$ cat src/design/cfrc_pkg.sv
// ----------------------------------------------------------------------------
// cfrc_pkg: shared types and constants of the frame reassembly checker
// Status codes, header and result bundles, register indexes and defaults.
// ----------------------------------------------------------------------------
package cfrc_pkg;

    // Default configuration of the image store and payload limit.
    localparam int unsigned IMAGE_BYTES_DEF = 256 * 1024;
    localparam int unsigned MAX_PAYLOAD_DEF = 60 * 1024;

    // Header layout constants.
    localparam logic [15:0] HEADER_BYTES  = 16'd16;
    localparam logic [15:0] VERSION_BYTES = 16'd4;
    localparam int unsigned LAST_BIT      = 16;

    // Configuration port.
    localparam int unsigned CFG_INDEX_W = 2;
    localparam int unsigned CFG_DATA_W  = 16;
    localparam logic [15:0] VERSION_RESET = 16'h5503;

    typedef enum logic [CFG_INDEX_W-1:0] {
        CFG_EXPECTED_VERSION = 2'd0,
        CFG_FRAME_CHECK      = 2'd1,
        CFG_OFFSET_CHECK     = 2'd2
    } cfg_index_t;

    // Per-request status codes.
    typedef enum logic [2:0] {
        ST_OK      = 3'd0,
        ST_HEADER  = 3'd1,
        ST_SHORT   = 3'd2,
        ST_VERSION = 3'd3,
        ST_LENGTH  = 3'd4,
        ST_FRAME   = 3'd5,
        ST_OFFSET  = 3'd6,
        ST_BEYOND  = 3'd7
    } status_t;

    // One decoded datagram header.
    typedef struct packed {
        logic [15:0] packet_size;
        logic [31:0] version_word;
        logic [31:0] frame_number;
        logic [31:0] chunk_offset;
        logic [31:0] chunk_length;
    } header_t;

    // Configuration register contents.
    typedef struct packed {
        logic [15:0] expected_version;
        logic        frame_check_enable;
        logic        offset_check_enable;
    } cfg_t;

    // Expected position in the frame stream.
    typedef struct packed {
        logic [31:0] next_frame;
        logic [31:0] next_offset;
    } track_t;

    // Result of checking one header.
    typedef struct packed {
        status_t     status;
        logic        write_valid;
        logic [18:0] write_offset;
        logic [15:0] write_length;
        logic        frame_done;
        logic [18:0] frame_bytes;
        logic        rejected;
    } result_t;

endpackage

$ cat src/design/cfrc_eval.sv
// ----------------------------------------------------------------------------
// cfrc_eval: header check logic of the frame reassembly checker
// Runs the size, version, length, frame, offset and image limit checks on one header and
// forms the write window, frame-done flag and next expected position.
// ----------------------------------------------------------------------------
module cfrc_eval #(
    parameter int unsigned IMAGE_BYTES = cfrc_pkg::IMAGE_BYTES_DEF,
    parameter int unsigned MAX_PAYLOAD = cfrc_pkg::MAX_PAYLOAD_DEF
) (
    input  cfrc_pkg::header_t hdr,
    input  cfrc_pkg::cfg_t    cfg,
    input  cfrc_pkg::track_t  track,
    output cfrc_pkg::track_t  track_next,
    output cfrc_pkg::result_t result
);
    import cfrc_pkg::*;

    localparam logic [32:0] IMAGE_LIMIT   = 33'(IMAGE_BYTES);
    localparam logic [15:0] PAYLOAD_LIMIT = 16'(MAX_PAYLOAD);

    logic        last;
    logic [15:0] payload;
    logic        length_bad;
    logic [32:0] end_sum;
    logic        beyond;

    // Operands of the length and window checks.
    assign last       = hdr.version_word[LAST_BIT];
    assign payload    = hdr.packet_size - HEADER_BYTES;
    assign length_bad = (hdr.packet_size < HEADER_BYTES) || (payload > PAYLOAD_LIMIT)
                        || (hdr.chunk_length != {16'd0, payload});
    assign end_sum    = {1'b0, hdr.chunk_offset} + {1'b0, hdr.chunk_length};
    assign beyond     = end_sum > IMAGE_LIMIT;

    // Checks in priority order, then the tracking update.
    always_comb
    begin
        track_next          = track;
        result.status       = ST_OK;
        result.write_valid  = 1'b0;
        result.write_offset = '0;
        result.write_length = '0;
        result.frame_done   = 1'b0;
        result.frame_bytes  = '0;
        if (hdr.packet_size < VERSION_BYTES)
        begin
            result.status = ST_SHORT;
        end
        else if (hdr.version_word[15:0] != cfg.expected_version)
        begin
            result.status = ST_VERSION;
        end
        else if (hdr.packet_size == VERSION_BYTES)
        begin
            result.status = ST_HEADER;
        end
        else if (length_bad)
        begin
            result.status = ST_LENGTH;
        end
        else if (cfg.frame_check_enable && (track.next_frame < hdr.frame_number))
        begin
            result.status          = ST_FRAME;
            track_next.next_frame  = hdr.frame_number + 32'd1;
            track_next.next_offset = '0;
        end
        else if (cfg.offset_check_enable && (track.next_offset != hdr.chunk_offset))
        begin
            result.status          = ST_OFFSET;
            track_next.next_frame  = hdr.frame_number + 32'd1;
            track_next.next_offset = '0;
        end
        else
        begin
            if (last)
            begin
                track_next.next_frame  = track.next_frame + 32'd1;
                track_next.next_offset = '0;
            end
            else
            begin
                track_next.next_offset = track.next_offset + hdr.chunk_length;
            end
            if (beyond)
            begin
                result.status = ST_BEYOND;
            end
            else
            begin
                if (hdr.chunk_length != 32'd0)
                begin
                    result.write_valid  = 1'b1;
                    result.write_offset = hdr.chunk_offset[18:0];
                    result.write_length = hdr.chunk_length[15:0];
                end
                if (last)
                begin
                    result.frame_done  = 1'b1;
                    result.frame_bytes = end_sum[18:0];
                end
            end
        end

        // Statuses from too short through offset count as rejected.
        result.rejected = (result.status != ST_OK) && (result.status != ST_HEADER)
                          && (result.status != ST_BEYOND);
    end

endmodule

$ cat config.mk
export PLATFORM = sky130hd
export DESIGN_NAME = cfrc_eval
export DESIGN_NICKNAME = d
export VERILOG_FILES = /design/src/design/cfrc_pkg.sv /design/src/design/cfrc_eval.sv
export SDC_FILE = /design/constraint.sdc
export NUM_CORES = 1
export LEC_CHECK = 0
export BUFFER_PORTS_ARGS = -buffer_cell sky130_fd_sc_hd__buf_2
export CORE_UTILIZATION = 35
export DETAILED_ROUTE_END_ITERATION = 7
export PLACE_DENSITY = 0.68
export SETUP_SLACK_MARGIN = 0.3
export SLEW_MARGIN = 40
export SYNTH_ARGS = -nofsm -noshare
export SYNTH_HDL_FRONTEND = slang
export SYNTH_SLANG_ARGS = --single-unit
$ cat constraint.sdc
create_clock -name vclk -period 4.8
set_input_delay 0.48 -clock vclk [all_inputs]
set_output_delay 0.48 -clock vclk [all_outputs]
set_load 0.02 [all_outputs]
== Yosys cells after proc, flatten, opt, wreduce, memory -nomap -nowiden ==
Cells that the tools add are included.

* Input port bits: 226
* Output and inout port bits: 124
* Bits in registers: 0

* Equal/unequal tests: 6
* Add/subtract/negate cells: 5
* Reduce and logical (&&, ||, !) cells: 8
* Muxes and demuxes: 24
* Magnitude comparators: 5

{| class="wikitable"
|+ Operators by type and width
! kind !! count
|-
| 2-to-1 mux 56 bit || 7
|-
| 2-to-1 mux 64 bit || 6
|-
| adder 32 x 1 -> 32 bit (second input constant) || 2
|-
| 2-to-1 mux 32 bit || 2
|-
| 2-to-1 mux 36 bit || 1
|-
| adder 32 x 32 -> 33 bit || 1
|-
| greater-than comparator 33 x 19 -> 1 bit (second input constant) || 1
|-
| adder 32 bit || 1
|-
| < comparator 32 bit || 1
|-
| != test 32 x 16 -> 1 bit || 1
|-
| != test 32 bit || 1
|-
| nonzero test 32 bit || 1
|-
| 2-to-1 mux 3 bit || 7
|-
| 2-to-1 mux 20 bit || 1
|-
| == test 16 x 3 -> 1 bit (second input constant) || 1
|-
| greater-than comparator 16 bit (second input constant) || 1
|-
| < comparator 16 x 3 -> 1 bit (second input constant) || 1
|-
| < comparator 16 x 5 -> 1 bit (second input constant) || 1
|-
| != test 16 bit || 1
|-
| subtractor 16 x 5 -> 16 bit (second input constant) || 1
|-
| logical AND 1 bit || 4
|-
| != test 3 x 1 -> 1 bit (second input constant) || 1
|-
| != test 3 bit (second input constant) || 1
|-
| nonzero test 3 bit || 1
|-
| logical OR 1 bit || 2
|}

== Longest topological paths before layout ==
Gate-level depths: netlist of run 1.

* Word-level depth: 12
* Mapped depth: 15

== Worst setup path before layout of run 1 ==
OpenSTA, ideal clock, no wires.

* Kind: input to output
* Start: input hdr[0] (netlist name)
* End: output result[13] (netlist name)
* Data arrival time: 3.591 ns
* Stages on the path: 13
* Slack: 0.729 ns
* Buffers on the path: 1
* Path through: ha_1 > fa_1 > a211oi_2 > o21ai_1 > and3_1 > a211oi_1 > o211a_1 > o211ai_1 > o31ai_1 > nand4b_2 > nor4_1 > buf_2 > nor3b_1

{| class="wikitable"
|+ RTL lines
! element !! line !! RTL
|-
| start: declaration || cfrc_eval.sv:10 || <nowiki>input cfrc_pkg::header_t hdr,</nowiki>
|-
| end: declaration || cfrc_eval.sv:14 || <nowiki>output cfrc_pkg::result_t result</nowiki>
|}

==> metrics.md, run 1 <==
| Metric | Value |
|---|---|
| Arrival @ worst endpoint | `3.93 ns` |
| Largest family of logic cells by synthesized area | `simple AND/OR/NAND/NOR gates` |
| Number of max-cap violations | `0` |
| Sequential share of the synthesized area | `0` |
| Commonest non-fill, non-tap cells in the layout | `buf_2 (327), a21oi_1 (127), o21ai_0 (107)` |
| Critical Path Max Stage Delay | `0.41 ns` |
| FP Rows | `56` |
| Maximum number of pins on one net before global-route repair | `70` |
| Syn_area_per_cell | `6.60 µm²` |
| Commonest non-fill, non-tap cell in the layout | `buf_2` |
| Via density | `5.77` |
| RSZ-0062 raised after global routing | `yes` |
| Crit path top cell by count | `buf_2` |
| Worst path required time | `4.32 ns` |
| Worst Hold Class | `in -> out` |
| Initial Utilization | `0.359` |
| Outcome | `complete, no violations` |
| Area contributors post-synth | `ha_1 (15%), xor2_1 (9.1%), a21oi_1 (7.9%)` |
| Via Count | `11,100` |
| Pre-Repair DR Iteration Count | `6` |
| Simple-Gate Fraction of Synth Area | `0.313` |
| Die Span X | `157 µm` |
| I/O pin count | `350` |
| Nature of the critical path endpoint | `primary output` |
| Crit path max-delay family | `compound AO/OA/AOI/OAI gates` |
| Final Hold Vio Count | `0` |
| Rel. slew slack | `0.460` |
| Core Area | `23,500 µm²` |
| Part of the cycle the worst path needs | `0.919` |
| PwrDens | `105 nW/µm²` |
| Slew @ Worst Pin | `0.803 ns` |
| Final setup margin | `0.390 ns` |
| Clock buf count | `0` |
| Bufs and invs on worst path | `4` |
| Yosys warns | `0` |
| Slew Viols, Final | `0` |
| DIE AREA | `24,800 µm²` |
| Compound-Gate Fraction of Synth Area | `0.312` |
| Layout cells sized above 1 | `0.279` |
| Post-Synth Adder-Cell Area | `0.151` |
| Vias in the first global route | `10,300` |
| Die height | `157 µm` |
| Placer Congestion | `1.03` |
| Mapped Cells | `1,280` |
| Critical path launch point type | `primary input` |
| IO Port Bufs | `335` |
| Total track usage | `0.276` |
| Drt drc | `0` |
| Initial antenna violation count | `7` |
| Top cell type's share of synthesized area | `0.147` |
| Post-synth top area cell | `ha_1` |
| Initial DRC Count | `997` |
| Overflow after GRT | `0` |
| Post-synthesis mux area share | `0.0129` |
| Reg area | `0 µm²` |
| Slowest CP cell | `fa_2` |
| Finish-stage setup viols | `0` |
| Area grow syn2layout | `28.0%` |
| Static leakage | `5.13 nW` |
| Worst-path fanout max | `35` |
| XOR/XNOR Fraction of Synth Area | `0.150` |
| Filler cell count | `2,501` |
| Hpwl dp | `29,800 µm` |
| FFs & Latches | `0` |
| Nets | `1,929` |
| Syn nets | `1,607` |
| Pre-CTS setup slack | `0.196 ns` |
| Min cycle time layout | `4.41 ns` |
| Crit-path cells | `buf_2 -> ha_2 -> fa_2 -> a211oi_4 -> o21ai_2 -> a21oi_2 -> buf_4 -> o41a_1 -> a21oi_1 -> nand4b_1 -> a2111oi_4 -> nand4b_4 -> nor4_4 -> buf_12 -> and2_1 -> buf_2` |
| Setup TNS | `0 ns` |
| Synth unique cells | `90` |
| Cell area after synthesis | `8450 µm²` |
| CP Class | `in -> out` |
| DRT antenna net count | `0` |
| Cts hold-fix bufs | `0` |
| Peak VDD IR | `0.0602 mV` |
| Global-route wire length before repair | `54,600 µm` |
| DRT Wirelength | `35,600 µm` |
| Fmax | `227 MHz` |
| WL/cell | `18.5 µm` |
==> routing by layer <==
metal | GRT usage | vias up | wire [µm]
li1 | - | 5395 | -
met1 | 0.352 | 5086 | 14500
met2 | 0.476 | 570 | 16500
met3 | 0.0300 | 71 | 3440
met4 | 0.0985 | 0 | 1190
met5 | 0 | - | 0
==> synthesized netlist by cell type, drive strengths merged (5+ instances only) <==
master and instances:
nor2 71, o211ai 11, xor2 88, and3 12, nand2 109, a21o 35, nor3 31, nand2b 5
o22ai 11, a21oi 138, clkbuf 34, or3 6, inv 68, nand3 56, o31ai 10, xnor2 57
a31oi 10, and4 8, ha 99, nand4b 7, nand4 41, o21ai 120, nor4 39, and2 51
o211a 6, nor2b 19, o21a 11, mux2i 7, a21boi 11, nor3b 12, o21bai 8, a2111oi 5
a211oi 12, buf 20
==> kinds of logic (layout without fill, tap and decap cells) <==
family | after synthesis | in the layout
adders and majority gates | 101 | 101
AOI/OAI and AO/OA | 419 | 419
xor gates and xnor gates | 145 | 145
other | 0 | 7
and+or+nand+nor | 484 | 484
buffers and inverters | 122 | 442
muxes | 9 | 9
==> where the power goes <==
group	total (mW)	switching [mW]	internal, mW	leakage, nW
combinational	1.13	0.681	0.452	5.13
sequential	0	0	0	0
clock	0.000000196	0	0.000000196	0.0000444
==> repair_timing <==
item / 4_1_cts / 5_1_grt
resized for setup: 16 / 37
pin swaps: 6 / 16
setup buffers: 4 / 6
endpoints found under the setup margin: 52 / 71
gates cloned: 1 / 0
==> stage by stage <==
stage | hold WS (ns) | area [µm²] | instances | total power [mW] | utilization
after global routing | 1.35 | 10800 | 1925 | 1.24 | 0.459
after floorplan | 1.14 | 8450 | 1280 | 0.675 | -
final | 1.33 | 10800 | 1926 | 1.13 | 0.459
after detailed placement | 1.34 | 10500 | 1908 | 1.05 | 0.446
after CTS | 1.34 | 10600 | 1913 | 1.08 | 0.451
after global placement | 1.33 | 10500 | 1908 | 1.05 | 0.446
==> path summary, 6_finish.rpt <==
path | from | endpoint | slack [ns] | cells after the start
worst max-delay path | hdr[0] | result[21] | 0.39 | 16
worst min-delay path | track[0] | track_next[0] | 1.33 | 4
==> cell type report <==
type | count | area (µm²) | area share
Multi-Input combinational cell | 1158 | 8130 | 0.752
Timing Repair Buffer | 374 | 2010 | 0.186
Tap cell | 319 | 399 | 0.0369
Inverter | 68 | 255 | 0.0236
Antenna cell | 7 | 17.5 | 0.00162
Note: power is estimated with default switching activity, not from simulation.
==> inputs of run 2 (changes only) <==
Settings changed: PLACE_DENSITY 0.68 to 0.65.
==> run 2 against run 1 <==
Global-route usage down 0.29 points. First-iteration DRC count shrank 14%. Maximum frequency increased by 0.63%. Sequential cell count did not move. Critical path type unchanged.
==> metrics.md, run 2 (same netlist as run 1, synthesis figures left out) <==
| Metric | Value |
|---|---|
| Outcome | `complete, no violations` |
| Hpwl dp | `30,000 µm` |
| Non-Filler Instances | `1,920` |
| Area grow syn2layout | `27.4%` |
| Placed cell count | `1,905` |
| Crit-path cells | `buf_2 -> ha_1 -> o21ai_1 -> o21ai_2 -> a21oi_2 -> xnor2_1 -> nor4_2 -> nand4_1 -> o31ai_1 -> buf_4 -> nand4b_4 -> nor4_4 -> buf_4 -> buf_6 -> and2_1 -> buf_2` |
| CP Class | `in -> out` |
| Dpl cell area | `10,500 µm²` |
| Rel. slew slack | `0.470` |
| Layout cells sized above 1 | `0.276` |
| Drt drc | `0` |
| Critical Path Max Stage Delay | `0.41 ns` |
| RSZ-0062 raised after global routing | `yes` |
| Part of the cycle the worst path needs | `0.913` |
| DRT Wirelength | `35,800 µm` |
| Min cycle time layout | `4.38 ns` |
| Nets | `1,926` |
| Peak VDD IR | `0.0709 mV` |
| Worst path required time | `4.32 ns` |
| Initial DRC Count | `855` |
| Fin util | `0.457` |
| Final setup margin | `0.418 ns` |
| Vias in the first global route | `10,100` |
| CP startpoint | `hdr[2]` |
| Core Area | `23,500 µm²` |
| FP Rows | `56` |
| Worst Hold Class | `in -> out` |
| Hold path depth | `4` |
| Die Span X | `157 µm` |
| WL/cell | `18.6 µm` |
| Global-route wire length before repair | `53,500 µm` |
| Placer Congestion | `1.03` |
| Commonest non-fill, non-tap cells in the layout | `buf_2 (332), a21oi_1 (126), nand2_1 (106), o21ai_0 (106), ha_1 (92)` |
| PwrDens | `104 nW/µm²` |
| Critical hold path startpoint | `track[16]` |
| Overflow after GRT | `0` |
| Worst-path fanout max | `14` |
| Pre-Repair DR Iteration Count | `5` |
| Maximum number of pins on one net before global-route repair | `89` |
| Total track usage | `0.273` |
| Hold WS | `1.34 ns` |
| I/O pin count | `350` |
| Clock buf count | `0` |
| Reg area | `0 µm²` |
| Die height | `157 µm` |
| Hold Path Sink | `track_next[16]` |
| Commonest non-fill, non-tap cell in the layout | `buf_2` |
| Via Count | `11,100` |
| Via density | `5.76` |
| Pre-CTS setup slack | `0.236 ns` |
| Slew Viols, Final | `0` |
| Fmax | `228 MHz` |
| Arrival @ worst endpoint | `3.90 ns` |
| Critical path launch point type | `primary input` |
| Static leakage | `5.12 nW` |
| Number of max-cap violations | `0` |
| FFs & Latches | `0` |
| Cts hold-fix bufs | `0` |
| Setup TNS | `0 ns` |
| Finish-stage setup viols | `0` |
| Final Hold Vio Count | `0` |
| Design area | `10,800 µm²` |
| Initial Utilization | `0.359` |
| Nature of the critical path endpoint | `primary output` |
| Initial antenna violation count | `4` |
| DRT antenna net count | `0` |
| Total power | `1.12 mW` |
| Slew @ Worst Pin | `0.788 ns` |
| IO Port Bufs | `335` |
| DIE AREA | `24,800 µm²` |
| Slowest CP cell | `ha_1` |
[run 2: cell types whose count changed in the layout (fill, tap and decap cells not counted), sizes merged]
cell | previous run | this run
clkbuf | 0 | 1
buf | 374 | 370
diode | 7 | 4
[run 2: worst max-delay path: cells and delay by family]
family / cells / cell delay (ns)
buffers and inverters: 5 / 0.84
AO/OA/AOI/OAI: 4 / 0.89
adder cells (fa/ha/maj): 1 / 0.41
AND/OR/NAND/NOR: 5 / 1.11
XOR/XNOR: 1 / 0.16
[run 2: how the worst max path moves through the flow]
stage	endpoint	slack [ns]	cells after the start
4_1_cts	result[11]	0.33	17
3_5_place_dp	result[11]	0.24	17
2_1_floorplan	result[13]	0.73	13
3_3_place_gp	result[11]	0.27	17
5_1_grt	result[4]	0.26	17
6_report	result[1]	0.42	16
[run 2: metal layers]
layer  routed length (µm)  vias to the layer above  track usage
li1                     -                     5376            -
met1                15100                     5090        0.345
met2                16400                      518        0.472
met3                 3150                       64       0.0419
met4                 1100                        2       0.0841
met5                   11                        -            0
[run 2: layout make-up]
type                            instances  area [µm²]
Fill cell                            2534       12800
Tap cell                              319         399
Timing Repair Buffer                  371        2000
Inverter                               68         255
Antenna cell                            4        10.0
Multi-Input combinational cell       1158        8090
[run 2: repair_timing]
item                                   4_1_cts  5_1_grt
setup endpoints to repair                   41       60
resized for setup                            6       35
pin swaps                                    2       13
endpoints found under the hold margin        0        0
setup buffers                                2        8
cloned                                       0        1
[run 2: power breakdown]
part | total, mW | internal [mW] | switching (mW)
registers | 0 | 0 | 0
logic | 1.12 | 0.446 | 0.677
clock network | 0.000000103 | 0.000000103 | 0
